`config.mk`:
```
export PLATFORM = sky130hd
export DESIGN_NAME = reflected_crc32_byte_engine
export DESIGN_NICKNAME = d
export VERILOG_FILES = /design/src/rtl/rcrc_pkg.sv /design/src/rtl/rcrc_cfg.sv /design/src/rtl/rcrc_fold.sv /design/src/rtl/reflected_crc32_byte_engine.sv
export SDC_FILE = /design/constraint.sdc
export NUM_CORES = 1
export LEC_CHECK = 0
export BUFFER_PORTS_ARGS = -buffer_cell sky130_fd_sc_hd__buf_2
export CELL_PAD_IN_SITES_DETAIL_PLACEMENT = 1
export CELL_PAD_IN_SITES_GLOBAL_PLACEMENT = 1
export CORE_MARGIN = 10
export CORE_UTILIZATION = 47
export CTS_CLUSTER_DIAMETER = 150
export DETAILED_ROUTE_END_ITERATION = 6
export PLACE_DENSITY_LB_ADDON = 0.1
export SLEW_MARGIN = 10
export SYNTH_ARGS = -nofsm -noshare
export SYNTH_HDL_FRONTEND = slang
export SYNTH_SLANG_ARGS = --single-unit
```
`constraint.sdc`:
```
create_clock -name clk -period 4.6 [get_ports clk]
set_clock_uncertainty 0.1 [all_clocks]
set_input_delay 0.69 -clock clk [delete_from_list [all_inputs] [get_ports clk]]
set_output_delay 0.69 -clock clk [all_outputs]
set_load 0.02 [all_outputs]
```
`src/rtl/rcrc_pkg.sv`:
```
package rcrc_pkg;

    localparam int unsigned CRC_W   = 32;
    localparam int unsigned BYTE_W  = 8;
    localparam int unsigned CFG_IDX_W = 1;

    localparam logic [CRC_W-1:0] POLY_RESET = 32'hEDB9_9320;
    localparam logic [CRC_W-1:0] SEED_RESET = 32'd1314520;

    localparam logic [CFG_IDX_W-1:0] CFG_POLY = 1'b0;
    localparam logic [CFG_IDX_W-1:0] CFG_SEED = 1'b1;

    typedef struct packed {
        logic [CRC_W-1:0] poly;
        logic [CRC_W-1:0] seed;
    } rcrc_cfg_t;

    function automatic logic [CRC_W-1:0] fold_byte(
        input logic [CRC_W-1:0]  acc,
        input logic [BYTE_W-1:0] data,
        input logic [CRC_W-1:0]  poly
    );
        logic [CRC_W-1:0] c;
        logic             lsb;
        c = acc ^ {{(CRC_W-BYTE_W){1'b0}}, data};
        for (int k = 0; k < BYTE_W; k++)
        begin
            lsb = c[0];
            c   = c >> 1;
            if (lsb)
            begin
                c = c ^ poly;
            end
        end
        return c;
    endfunction

endpackage

```
`src/rtl/rcrc_cfg.sv`:
```
module rcrc_cfg (
    input  logic                            clk,
    input  logic                            rst_n,
    input  logic                            cfg_we,
    input  logic [rcrc_pkg::CFG_IDX_W-1:0]  cfg_index,
    input  logic [rcrc_pkg::CRC_W-1:0]      cfg_data,
    output rcrc_pkg::rcrc_cfg_t             cfg
);
    import rcrc_pkg::*;

    logic [CRC_W-1:0] poly_reg;
    logic [CRC_W-1:0] seed_reg;

    always_ff @(posedge clk or negedge rst_n)
    begin
        if (!rst_n)
        begin
            poly_reg <= POLY_RESET;
            seed_reg <= SEED_RESET;
        end
        else if (cfg_we)
        begin
            case (cfg_index)
                CFG_POLY: poly_reg <= cfg_data;
                CFG_SEED: seed_reg <= cfg_data;
                default:  ;
            endcase
        end
    end

    assign cfg.poly = poly_reg;
    assign cfg.seed = seed_reg;

endmodule

```
`src/rtl/rcrc_fold.sv`:
```
module rcrc_fold (
    input  logic [rcrc_pkg::CRC_W-1:0]  crc_in,
    input  logic [rcrc_pkg::BYTE_W-1:0] data_byte,
    input  logic                        first_of_message,
    input  rcrc_pkg::rcrc_cfg_t         cfg,
    output logic [rcrc_pkg::CRC_W-1:0]  crc_out
);
    import rcrc_pkg::*;

    logic [CRC_W-1:0] start_crc;

    // A new message restarts from the inverted seed.
    assign start_crc = first_of_message ? ~cfg.seed : crc_in;
    assign crc_out   = fold_byte(start_crc, data_byte, cfg.poly);

endmodule

```
`src/rtl/reflected_crc32_byte_engine.sv`:
```
// The last byte of a message is held in the input register, then its CRC is registered in the output register.
// Throughput: one byte per cycle; input stalls only while a finished CRC is not taken
// and the byte waiting in the input register is the last byte of another message.
// Reset (rst_n, asynchronous, active low) empties both stages, clears the running CRC
// and loads the polynomial and seed registers with their default values.
module reflected_crc32_byte_engine (
    input  logic                            clk,
    input  logic                            rst_n,
    input  logic                            s_axis_tvalid,
    output logic                            s_axis_tready,
    input  logic [7:0]                      s_axis_tdata,   // [7:0] data_byte
    input  logic                            s_axis_tuser,   // [0] first_of_message
    input  logic                            s_axis_tlast,
    output logic                            m_axis_tvalid,
    input  logic                            m_axis_tready,
    output logic [31:0]                     m_axis_tdata,   // [31:0] crc_value
    input  logic                            cfg_we,
    input  logic [rcrc_pkg::CFG_IDX_W-1:0]  cfg_index,
    input  logic [rcrc_pkg::CRC_W-1:0]      cfg_data
);
    import rcrc_pkg::*;

    rcrc_cfg_t        cfg;
    logic             in_valid_reg;
    logic [BYTE_W-1:0] in_byte_reg;
    logic             in_first_reg;
    logic             in_last_reg;
    logic [CRC_W-1:0] crc_reg;
    logic [CRC_W-1:0] crc_next;
    logic             out_valid_reg;
    logic [CRC_W-1:0] out_data_reg;
    logic             out_free;
    logic             advance;
    logic             s_accept;

    rcrc_cfg u_cfg (
        .clk       (clk),
        .rst_n     (rst_n),
        .cfg_we    (cfg_we),
        .cfg_index (cfg_index),
        .cfg_data  (cfg_data),
        .cfg       (cfg)
    );

    rcrc_fold u_fold (
        .crc_in           (crc_reg),
        .data_byte        (in_byte_reg),
        .first_of_message (in_first_reg),
        .cfg              (cfg),
        .crc_out          (crc_next)
    );

    assign out_free      = !out_valid_reg || m_axis_tready;
    assign advance       = in_valid_reg && (!in_last_reg || out_free);
    assign s_axis_tready = !in_valid_reg || advance;
    assign s_accept      = s_axis_tvalid && s_axis_tready;

    always_ff @(posedge clk or negedge rst_n)
    begin
        if (!rst_n)
        begin
            in_valid_reg <= 1'b0;
        end
        else if (s_axis_tready)
        begin
            in_valid_reg <= s_axis_tvalid;
        end
    end

    always_ff @(posedge clk)
    begin
        if (s_accept)
        begin
            in_byte_reg  <= s_axis_tdata;
            in_first_reg <= s_axis_tuser;
            in_last_reg  <= s_axis_tlast;
        end
    end

    always_ff @(posedge clk or negedge rst_n)
    begin
        if (!rst_n)
        begin
            crc_reg <= '0;
        end
        else if (advance)
        begin
            crc_reg <= crc_next;
        end
    end

    always_ff @(posedge clk or negedge rst_n)
    begin
        if (!rst_n)
        begin
            out_valid_reg <= 1'b0;
        end
        else if (out_free)
        begin
            out_valid_reg <= advance && in_last_reg;
        end
    end

    always_ff @(posedge clk)
    begin
        if (advance && in_last_reg)
        begin
            out_data_reg <= ~crc_next;
        end
    end

    assign m_axis_tvalid = out_valid_reg;
    assign m_axis_tdata  = out_data_reg;

endmodule

```
==> results.toml <==
[finish]
area_growth_pct = 20.5
layout-drive-gt1-share = 0.265
layout_commonest_cell = "nand2_1"
diodes = 0
final_cell_mix = "nand2_1 (235), xnor2_1 (148), o21ai_0 (84)"
fin_cells = 1500
nNetsFinal = 1260

[placement]
dp_cells = 1443
io_buffer_count = 81
dpl.hpwl_mm = 21.1
finalWeightedCongestion = 0.898

[clock_network]
numCtsBuffers = 17
clock_sinks = 140
insertion_delay_ns = 0.44
cts.clk_slew.worst_paths_ns = 0.06
cts_tree = "yes"
clockBufferDepth = 2
cts_root_buffer = "clkbuf_16"
hold_buffers = 0
htree_levels = 4

[detailed_routing]
drc_errors = 0
ant_nets = 0
viasPerCell = 5.90
routed_wl_mm = 32.5
first_pass_iters = 5
first_iter_violations = 539
vias = 8848
routedWlPerCell_um = 21.7

[setup_path]
cpMostUsedCell = "buf_4"
crit_type = "register to register"
max_stage_delay_ns = 0.50
critPathArrivalTime_ns = 4.62
crit_fanout = 23
cp-end-kind = "register"
slowest_stage = "edfxtp_1"
cp-start-kind = "register"
path_cells = "buf_6, or2_4, nand3_4, nand4_1, o32a_4, buf_4, nand3_2, o21ai_0, and3_1, a2111oi_4, buf_4, a211oi_2, o21a_4, xor2_4, buf_12, clkbuf_16, o211a_1, or2_1"
required_ns = 4.68

[hold_path]
min_path_type = "input pin to asynchronous set/reset pin"

[sta]
final_max_slew_viol_count = 0
holdWs_ns = 0.231
setup_viol = 0
min_period_over_period = 0.985
hold_violations = 0
worst_slew_pin_slew_ns = 0.986
period_needed_ns = 4.53
max_slew_margin = 0.343
fmax_mhz = 221

[floorplan]
core_area_mm2 = 0.0212
start_util = 0.480
die_area_mm2 = 0.0279
io_pins = 82
die_h_um = 167
die_x_um = 167
rows = 53

[synth]
yosys-top-cells-area = "dfrtp_1 (18%), xnor2_1 (13%), edfxtp_1 (12%)"
synth_cell_types = 77
netlist_instances = 1116
yosysTopAreaCell = "dfrtp_1"
async_flop_share = 0.700
synth-main-ff-cell = "dfrtp_1"
syn_avg_cell_area_um2 = 9.10
synth_nets = 1164
yosysTopAreaCellShare = 0.180
seq_area_frac_synth = 0.369
synth.ff_latch_count = 140
synth_warnings = 0
syn_area_mm2 = 0.0102
synth_edf_count = 42

[global_routing]
grt_overflow = 0
grt_pass1_vias = 9089
grt_max_degree = 64
grt.total_usage = 0.213
antenna_found_initial = 0
grt_pass1_wl_mm = 48.9

[status]
status = "finished clean"

[run]
drv_cap = 0
==> path summary, 6_finish.rpt <==
path	start	end	slack [ns]	cells after the start
hold reg to reg	crc_reg[13]	crc_reg[13]	0.37	2
min in group clk	s_axis_tlast	in_last_reg	0.32	1
setup / recovery	in_first_reg	m_axis_tdata[13]	0.07	18
hold / removal	rst_n	u_cfg.seed_reg[5]	0.23	1
max in group asynchronous	rst_n	u_cfg.poly_reg[24]	3.12	2
setup reg to reg	in_first_reg	m_axis_tdata[13]	0.07	18
==> Yosys cell counts (7+ instances only) <==
master    count
nand3_1       9
a31oi_1       8
dfstp_2      25
a211oi_1     26
xor2_1       29
xnor2_1     153
o21ai_0      91
and2_1       11
or2_1        29
o211a_1      27
nor2_1       15
edfxtp_1     42
buf_1         7
buf_4         7
dfrtp_1      73
o31ai_1      49
inv_1        22
clkbuf_1     49
a21oi_1      12
or4_1        23
nand4_1       9
nand2_1     237
mux2_2       42
buf_2        13
==> per-stage QoR <==
step | setup slack, ns | utilization | cell area (um2) | TNS, ns
2_1_floorplan | 0.431 | - | 10200 | 0
3_3_place_gp | 0.104 | 0.519 | 11000 | 0
3_5_place_dp | -0.00432 | 0.519 | 11000 | -0.00432
4_1_cts | -0.00362 | 0.549 | 11600 | -0.00627
5_1_grt | -0.106 | 0.579 | 12200 | -1.78
6_report | 0.0684 | 0.579 | 12200 | 0
==> worst max-delay path: cells and delay by family (launching register included) <==
kind,cells,cell delay (ns)
DFF,1,0.50
buffers and inverters,5,0.88
AOI/OAI and AO/OA,6,1.43
xor gates and xnor gates,1,0.16
and+or+nand+nor,6,1.20
==> layer usage <==
metal | vias to the layer above | share of wire | global-route usage
met5 | - | 0 | 0
met4 | 0 | 0.024 | 0.0619
met3 | 61 | 0.041 | 0.0388
met2 | 203 | 0.50 | 0.371
met1 | 4464 | 0.43 | 0.262
li1 | 4120 | - | -
==> layout make-up <==
class | instances | area (um2)
clock buffers | 19 | 443
clock inverters | 13 | 143
fillers | 2440 | 8910
inverters | 25 | 93.8
multi-input cells | 873 | 6370
flip-flops and latches | 140 | 3740
well taps | 275 | 344
repair buffers | 155 | 1100
==> logic make-up (layout without fill, tap and decap cells) <==
| family | after synthesis | count (layout) | share of synthesized area |
|---|---|---|---|
| AND/OR/NAND/NOR | 371 | 372 | 0.171 |
| flip-flops | 140 | 140 | 0.369 |
| multiplexers | 45 | 45 | 0.0495 |
| XOR/XNOR | 196 | 196 | 0.184 |
| AO/OA/AOI/OAI | 260 | 260 | 0.182 |
| buffers and inverters | 104 | 212 | 0.0448 |
==> what timing repair did <==
action	4_1_cts	5_1_grt
setup buffers	1	17
gates cloned	0	7
pin swaps	2	24
setup endpoints to repair	17	62
gates resized for setup	3	74
Power is left out: the tool's default activity adds up to more than one toggle a clock period on the data nets, which glitch-free logic cannot reach.
